--- src/rtl/core/p2w_pkg.sv ---
// Shared constants and types for the pixel to wavetable row trimmer.
// Used by p2w_sample_path and pixel_to_wavetable_row_trim; no dependencies.
`timescale 1ns / 1ps
`default_nettype none
package p2w_pkg;

	// Pixels in one row.
	localparam int FRAME_LENGTH = 1024;
	localparam int COL_W = $clog2(FRAME_LENGTH);
	localparam logic [COL_W-1:0] COL_LAST = COL_W'(FRAME_LENGTH - 1);

	// Q16 luma weights and full scale 255 * 65536.
	localparam logic [23:0] LUMA_WR = 24'd19588;
	localparam logic [23:0] LUMA_WG = 24'd38470;
	localparam logic [23:0] LUMA_WB = 24'd7471;
	localparam logic [24:0] LUMA_FULL = 25'd16711680;

	// ceil(2^31 / 255): exact floor division by 255 for dividends below 2^24.
	localparam logic [23:0] RECIP_255 = 24'd8421505;
	localparam int RECIP_SHIFT = 31;

	// Row tracker reset values.
	localparam logic signed [15:0] ROW_MIN_INIT = 16'sd32767;
	localparam logic signed [15:0] ROW_MAX_INIT = -16'sd32767;
	localparam logic [8:0] DROP_MAX = 9'd511;

	// Configuration register indexes.
	localparam logic [1:0] CFG_THRESHOLD = 2'd0;
	localparam logic [1:0] CFG_CHANNELS  = 2'd1;
	localparam logic [1:0] CFG_INVERT    = 2'd2;

	// Sample magnitude and sign handed from the sample path to the row stage.
	typedef struct packed {
		logic        valid;
		logic        neg;
		logic [14:0] mag;
	} smp_t;

endpackage
`default_nettype wire

--- src/rtl/core/p2w_sample_path.sv ---
// Four-stage pipeline from an RGB pixel to a signed sample magnitude and sign.
// Depends on p2w_pkg for weights, the reciprocal of 255 and smp_t.
`timescale 1ns / 1ps
`default_nettype none
module p2w_sample_path (
	input  wire logic              clk,
	input  wire logic              arst_n,
	input  wire logic              in_valid,
	output logic                   in_ready,
	input  wire logic [7:0]        red,
	input  wire logic [7:0]        green,
	input  wire logic [7:0]        blue,
	input  wire logic [2:0]        channel_count,
	output p2w_pkg::smp_t          smp,
	input  wire logic              smp_ready
);

	logic        v_s1, v_s2, v_s3, v_s4;
	logic        rdy_s1, rdy_s2, rdy_s3, rdy_s4;
	logic [7:0]  r_s1, g_s1, b_s1;
	logic [23:0] d_s2;
	logic        neg_s2, neg_s3, neg_s4;
	logic [22:0] t_s3;
	logic [14:0] q_s4;

	logic [7:0]  g_sel, b_sel;
	logic [23:0] luma;
	logic [24:0] luma2;
	logic [38:0] scaled;
	logic [46:0] prod;

	// Each stage takes a word when it is empty or its contents move on.
	assign rdy_s4 = !v_s4 || smp_ready;
	assign rdy_s3 = !v_s3 || rdy_s4;
	assign rdy_s2 = !v_s2 || rdy_s3;
	assign rdy_s1 = !v_s1 || rdy_s2;
	assign in_ready = rdy_s1;

	always_ff @(posedge clk or negedge arst_n) begin
		if (!arst_n) begin
			v_s1 <= 1'b0;
			v_s2 <= 1'b0;
			v_s3 <= 1'b0;
			v_s4 <= 1'b0;
		end else begin
			if (rdy_s1) v_s1 <= in_valid;
			if (rdy_s2) v_s2 <= v_s1;
			if (rdy_s3) v_s3 <= v_s2;
			if (rdy_s4) v_s4 <= v_s3;
		end
	end

	always_comb begin
		g_sel = (channel_count < 3'd2) ? r_s1 : g_s1;
		b_sel = (channel_count < 3'd3) ? r_s1 : b_s1;
		luma = 24'(r_s1) * p2w_pkg::LUMA_WR + 24'(g_sel) * p2w_pkg::LUMA_WG
			+ 24'(b_sel) * p2w_pkg::LUMA_WB;
		luma2 = {luma, 1'b0};
		// Multiply by 32767 as x * 2^15 - x, then drop the 65536 part of the divisor.
		scaled = {d_s2, 15'b0} - 39'(d_s2);
		prod = 47'(t_s3) * 47'(p2w_pkg::RECIP_255);
	end

	always_ff @(posedge clk) begin
		if (rdy_s1 && in_valid) begin
			r_s1 <= red;
			g_s1 <= green;
			b_s1 <= blue;
		end
		if (rdy_s2 && v_s1) begin
			// Work on the magnitude so that the division truncates toward zero.
			if (luma2 >= p2w_pkg::LUMA_FULL) begin
				d_s2   <= 24'(luma2 - p2w_pkg::LUMA_FULL);
				neg_s2 <= 1'b0;
			end else begin
				d_s2   <= 24'(p2w_pkg::LUMA_FULL - luma2);
				neg_s2 <= 1'b1;
			end
		end
		if (rdy_s3 && v_s2) begin
			t_s3   <= scaled[38:16];
			neg_s3 <= neg_s2;
		end
		if (rdy_s4 && v_s3) begin
			q_s4   <= prod[p2w_pkg::RECIP_SHIFT+14:p2w_pkg::RECIP_SHIFT];
			neg_s4 <= neg_s3;
		end
	end

	assign smp.valid = v_s4;
	assign smp.neg   = neg_s4;
	assign smp.mag   = q_s4;

`ifndef SYNTHESIS
	a_mag_peak: assert property (@(posedge clk) disable iff (!arst_n)
		v_s4 |-> q_s4 <= 15'd32767)
		else $error("sample magnitude above peak");
	a_hold_s4: assert property (@(posedge clk) disable iff (!arst_n)
		(v_s4 && !smp_ready) |=> (v_s4 && $stable(q_s4) && $stable(neg_s4)))
		else $error("stalled stage four word changed");
	a_d_range: assert property (@(posedge clk) disable iff (!arst_n)
		v_s2 |-> d_s2 <= 24'd16711680)
		else $error("luma offset out of range");
`endif

endmodule
`default_nettype wire

--- src/rtl/core/pixel_to_wavetable_row_trim.sv ---
// Top level: configuration registers, sample pipeline and row range tracker.
// Depends on p2w_pkg and p2w_sample_path.
// A pixel is registered in sample path stages s1 to s4 and then in the output register, where its result word is valid.
// Throughput: one pixel per cycle; a held output fills the five stages, after which
// s_axis_tready falls in the same cycle, as the ready chain is combinational.
// Row minimum, maximum and drop count are updated in the single output stage.
// Reset (arst_n low) empties the pipeline, clears the row trackers and drop count,
// and sets threshold 3000, three channels and no inversion.
`timescale 1ns / 1ps
`default_nettype none
module pixel_to_wavetable_row_trim (
	input  wire logic        clk,
	input  wire logic        arst_n,
	input  wire logic        s_axis_tvalid,
	output logic             s_axis_tready,
	input  wire logic [23:0] s_axis_tdata,  // red [7:0], green [15:8], blue [23:16]
	output logic             m_axis_tvalid,
	input  wire logic        m_axis_tready,
	output logic [47:0]      m_axis_tdata,  // sample [15:0], row_range [31:16],
	                                        // dropped_rows [40:32], zero [47:41]
	output logic             m_axis_tlast,  // row_end
	output logic             m_axis_tuser,  // row_keep
	input  wire logic        cfg_we,
	input  wire logic [1:0]  cfg_index,
	input  wire logic [15:0] cfg_wdata
);

	logic [15:0] threshold_q;
	logic [2:0]  channels_q;
	logic        invert_q;

	p2w_pkg::smp_t smp;
	logic          smp_ready;

	logic [p2w_pkg::COL_W-1:0] column_q;
	logic signed [15:0] row_min_q, row_max_q;
	logic [8:0]  dropped_q;

	logic        out_valid_q;
	logic signed [15:0] sample_q;
	logic [15:0] range_q;
	logic [8:0]  dropped_out_q;
	logic        last_q, keep_q;

	logic signed [15:0] s_val, new_min, new_max;
	logic [15:0] range_new;
	logic        last, keep, take;

	always_ff @(posedge clk or negedge arst_n) begin
		if (!arst_n) begin
			threshold_q <= 16'd3000;
			channels_q  <= 3'd3;
			invert_q    <= 1'b0;
		end else if (cfg_we) begin
			unique case (cfg_index)
				p2w_pkg::CFG_THRESHOLD: threshold_q <= cfg_wdata;
				p2w_pkg::CFG_CHANNELS:  channels_q  <= cfg_wdata[2:0];
				p2w_pkg::CFG_INVERT:    invert_q    <= cfg_wdata[0];
				default: ;
			endcase
		end
	end

	p2w_sample_path u_path (
		.clk           (clk),
		.arst_n        (arst_n),
		.in_valid      (s_axis_tvalid),
		.in_ready      (s_axis_tready),
		.red           (s_axis_tdata[7:0]),
		.green         (s_axis_tdata[15:8]),
		.blue          (s_axis_tdata[23:16]),
		.channel_count (channels_q),
		.smp           (smp),
		.smp_ready     (smp_ready)
	);

	assign smp_ready = !out_valid_q || m_axis_tready;
	assign take = smp.valid && smp_ready;

	always_comb begin
		s_val = smp.neg ? -$signed({1'b0, smp.mag}) : $signed({1'b0, smp.mag});
		new_min = (s_val < row_min_q) ? s_val : row_min_q;
		new_max = (s_val > row_max_q) ? s_val : row_max_q;
		// Both trackers now include this sample, so max is never below min.
		range_new = 16'(new_max - new_min);
		last = (column_q >= p2w_pkg::COL_LAST);
		keep = last && (range_new > threshold_q);
	end

	always_ff @(posedge clk or negedge arst_n) begin
		if (!arst_n) begin
			column_q    <= '0;
			row_min_q   <= p2w_pkg::ROW_MIN_INIT;
			row_max_q   <= p2w_pkg::ROW_MAX_INIT;
			dropped_q   <= '0;
			out_valid_q <= 1'b0;
		end else begin
			if (smp_ready) out_valid_q <= smp.valid;
			if (take) begin
				if (last) begin
					column_q  <= '0;
					row_min_q <= p2w_pkg::ROW_MIN_INIT;
					row_max_q <= p2w_pkg::ROW_MAX_INIT;
					if (!keep && dropped_q != p2w_pkg::DROP_MAX) dropped_q <= dropped_q + 9'd1;
				end else begin
					column_q  <= column_q + 1'b1;
					row_min_q <= new_min;
					row_max_q <= new_max;
				end
			end
		end
	end

	always_ff @(posedge clk) begin
		if (take) begin
			sample_q <= invert_q ? -s_val : s_val;
			range_q  <= range_new;
			last_q   <= last;
			keep_q   <= keep;
			dropped_out_q <= (last && !keep && dropped_q != p2w_pkg::DROP_MAX)
				? dropped_q + 9'd1 : dropped_q;
		end
	end

	assign m_axis_tvalid = out_valid_q;
	assign m_axis_tdata  = {7'b0, dropped_out_q, range_q, sample_q};
	assign m_axis_tlast  = last_q;
	assign m_axis_tuser  = keep_q;

`ifndef SYNTHESIS
	a_keep_at_end: assert property (@(posedge clk) disable iff (!arst_n)
		out_valid_q |-> (!keep_q || last_q))
		else $error("row kept on a word that does not end the row");
	a_col_wrap: assert property (@(posedge clk) disable iff (!arst_n)
		(take && last) |=> (column_q == '0 && row_min_q == p2w_pkg::ROW_MIN_INIT))
		else $error("row trackers not cleared after row end");
	a_drop_mono: assert property (@(posedge clk) disable iff (!arst_n)
		1'b1 |=> dropped_q >= $past(dropped_q))
		else $error("drop count went down");
	a_sample_peak: assert property (@(posedge clk) disable iff (!arst_n)
		out_valid_q |-> sample_q != 16'sh8000)
		else $error("sample outside symmetric range");
`endif

endmodule
`default_nettype wire

--- config.mk ---
export PLATFORM = sky130hd
export DESIGN_NAME = pixel_to_wavetable_row_trim
export DESIGN_NICKNAME = d
export VERILOG_FILES = /design/src/rtl/core/p2w_pkg.sv /design/src/rtl/core/p2w_sample_path.sv /design/src/rtl/core/pixel_to_wavetable_row_trim.sv
export SDC_FILE = /design/constraint.sdc
export NUM_CORES = 1
export LEC_CHECK = 0
export ABC_AREA = 1
export ABC_CLOCK_PERIOD_IN_PS = 8350
export BUFFER_PORTS_ARGS = -buffer_cell sky130_fd_sc_hd__buf_2
export CAP_MARGIN = 15
export CORE_MARGIN = 3
export CORE_UTILIZATION = 30
export CTS_BUF_LIST = sky130_fd_sc_hd__clkbuf_8
export DETAILED_ROUTE_END_ITERATION = 12
export SLEW_MARGIN = 0
export SYNTH_ARGS = -nofsm -noshare
export SYNTH_HDL_FRONTEND = slang
export SYNTH_SLANG_ARGS = --single-unit
--- constraint.sdc ---
create_clock -name clk -period 8.35 [get_ports clk]
set_clock_uncertainty 0.05 [all_clocks]
set_input_delay 0.4175 -clock clk [delete_from_list [all_inputs] [get_ports clk]]
set_output_delay 0.4175 -clock clk [all_outputs]
set_load 0.02 [all_outputs]
==> results.md <==
* Proportion of layout cells with a drive suffix above 1 at 14.1%
* DPL Wire Length at 47600 µm
* Placed Cells at 3827
* First-pass GRT wire length at 94100 µm
* Mapped Area at 0.0223 mm²
* CP max-delay cell: dfstp_2
* Util after Layout at 35.5%
* Tightest Pin Transition at 1.08 ns
* Port bufs at 91
* Number of antenna violations at the first check in global routing at 2
* Pin count of the biggest net entering global routing at 72
* Synth top area cells: ha_1, edfxtp_1, fa_1, inv_1, nand2_1
* Final hold slack at 0.105 ns
* Die span in x at 279 µm
* Register area at 0.00587 mm²
* Post-synth EDFFs at 131
* Antenna viol nets, final at 0
* 1st-iter DRT viols at 944
* Final #Nets at 3491
* Critical Path RT at 8.66 ns
* Worst-path clk slew at 0.06 ns
* Die Y-Extent at 279 µm
* Worst Hold Class: in -> reg
* CTS tree: yes
* CP dominant cell by count: inv_1
* Row count at 99
* Async set-reset flop share out of synthesis at 36.7%
* Top cell type's share of synthesized area at 20.5%
* Leading area contributor after synthesis: ha_1
* MaxCap Viol Count at 0
* Most common cell after layout, fill and taps aside: inv_1
* Cts bufs inserted at 42
* Nature of the critical path endpoint: flop
* Die footprint at 0.0777 mm²
* Critical path fanouts, max at 8
* Number of library cell types mapped by synthesis at 57
* GRT Total Usage at 15.0%
* Worst Setup Start Kind: flop
* WL/cell at 14.7 µm
* R2r startpoint: channels_q[1]
* Final setup vio count at 0
* Kind of critical path: reg -> reg
* Final hold vios at 0
* Total grt overflow at 0
* Core Area at 0.0733 mm²
* Number of global-route vias before repair at 18200
* Min cycle time layout at 8.01 ns
* Pre-CTS WS at -0.102 ns
* Initial Util at 30.4%
* Synth Flop Type: edfxtp_1
* Vias at 18200
* Headroom to the max-slew limit at 28.1%
* HP Start: cfg_index[1]
* Clock Root Buffer: clkbuf_8
* Fin cells at 3964
* Synthesis-to-layout area growth at 16.5%
* H-tree depth at 2
* Routed Wire Length at 58100 µm
* CP max stage delay at 0.54 ns
* Syn Area/Cell at 8.15 µm²
* DR pass1 iterations at 5
* Critical path origin: channels_q[1]
* Final Max Slew Viols at 0
* Placer congestion estimate at 0.875
* Synth warnings at 0
* Cell count after synthesis at 2741
* # fillers at 7614
* Multi-input logic area at 0.0144 mm²
* Most frequent cells in the layout: inv_1, nand2_1, ha_1
* Clock buffer depth at 3
* Max Clk Rate at 125 MHz
* Sequential area share after synthesis at 26.3%
* Clock Sinks at 207
* DR vias/cell at 4.60
* #FFs+latches synth at 207
* Final WS setup at 0.340 ns
* Status: completed
* I/O pin cnt at 99
* Clock insertion delay at the later pin of the skew report at 0.63 ns
* Tcrit/Tclk final at 95.9%
* Critical Path AT at 8.32 ns
* DRC Markers at 0
[per-stage QoR]
stage	setup TNS (ns)	area [µm²]
global placement	0	24300
detailed placement	-1.32	24300
finish	0	26000
global route	-0.756	26000
floorplan	0	22400
CTS	0	25600
[logic make-up after synthesis]
logic type      Yosys count  synth area share (%)
xor+xnor                105                  4.15
other cells               1                0.0168
fa+ha+maj               474                  30.2
compound gates          368                  9.34
mux                       1                0.0504
buf+inv                 611                  10.7
simple gates            974                  19.2
flops                   207                  26.3
[timing repair]
item                                   CTS  global route
endpoints found under the hold margin   57             0
pin swaps                                2            19
buffers inserted                         5            13
hold buffers                            40             0
setup endpoints to repair               20            32
gates resized for setup                  8            73
[final timing paths]
kind                                    to  slack (ns)  cells after the start
max                        u_path.d_s2[13]        0.34                     43
min                               invert_q        0.10                      3
max reg2reg                u_path.d_s2[13]        0.34                     43
min reg2reg                    u_path.v_s2        0.40                      2
max in group asynchronous  threshold_q[15]        6.98                      3
min in group asynchronous      u_path.v_s3        0.27                      2
[sequential cells by signal, indices dropped and copies added (netlist names), 3 cells and up]
| name | count |
|---|---|
| u_path.b_s1 | 8 |
| u_path.r_s1 | 8 |
| dropped_out_q | 9 |
| range_q | 16 |
| sample_q | 16 |
| row_min_q | 16 |
| u_path.t_s3 | 23 |
| u_path.q_s4 | 15 |
| row_max_q | 16 |
| column_q | 10 |
| channels_q | 3 |
| threshold_q | 16 |
| dropped_q | 9 |
| u_path.d_s2 | 23 |
| u_path.g_s1 | 8 |
[critical path, delay by kind of cell (launching register included)]
| kind | cells | cell delay (ns) |
|---|---|---|
| buffers and inverters | 13 | 0.97 |
| AO/OA/AOI/OAI | 4 | 0.59 |
| AND/OR/NAND/NOR | 15 | 1.37 |
| flip-flops | 1 | 0.54 |
| XOR/XNOR | 1 | 0.21 |
| adder cells (fa/ha/maj) | 10 | 3.99 |
[cell type report]
type	instances	share of cell area, %
clock buffers	42	2.22
repair buffers	213	5.71
diodes	1	0.00962
inverters	577	8.36
clock inverters	36	1.09
multi-input cells	1929	55.4
well taps	959	4.61
flip-flops and latches	207	22.6
[routing by layer]
metal | global-route usage (%) | vias to the layer above | routed length [µm]
met3 | 2.22 | 105 | 2260
met4 | 4.97 | 2 | 1830
met5 | 0 | - | 13
met2 | 26.6 | 300 | 27900
met1 | 18.7 | 8497 | 26100
li1 | - | 9330 | -
[Yosys cell counts, drive strengths merged (14+ instances only)]
master,instances
a21oi,150
buf,19
clkbuf,15
dfrtp,50
dfstp,26
edfxtp,131
fa,109
ha,365
inv,577
nand2,573
nand3,127
nand4,37
nor2,170
nor3,39
o21a,15
o21ai,137
o21bai,14
o22ai,18
xnor2,25
xor2,80
Power is not shown: default switching activity piles up to over one toggle a cycle in this logic, so the estimate is an artifact.
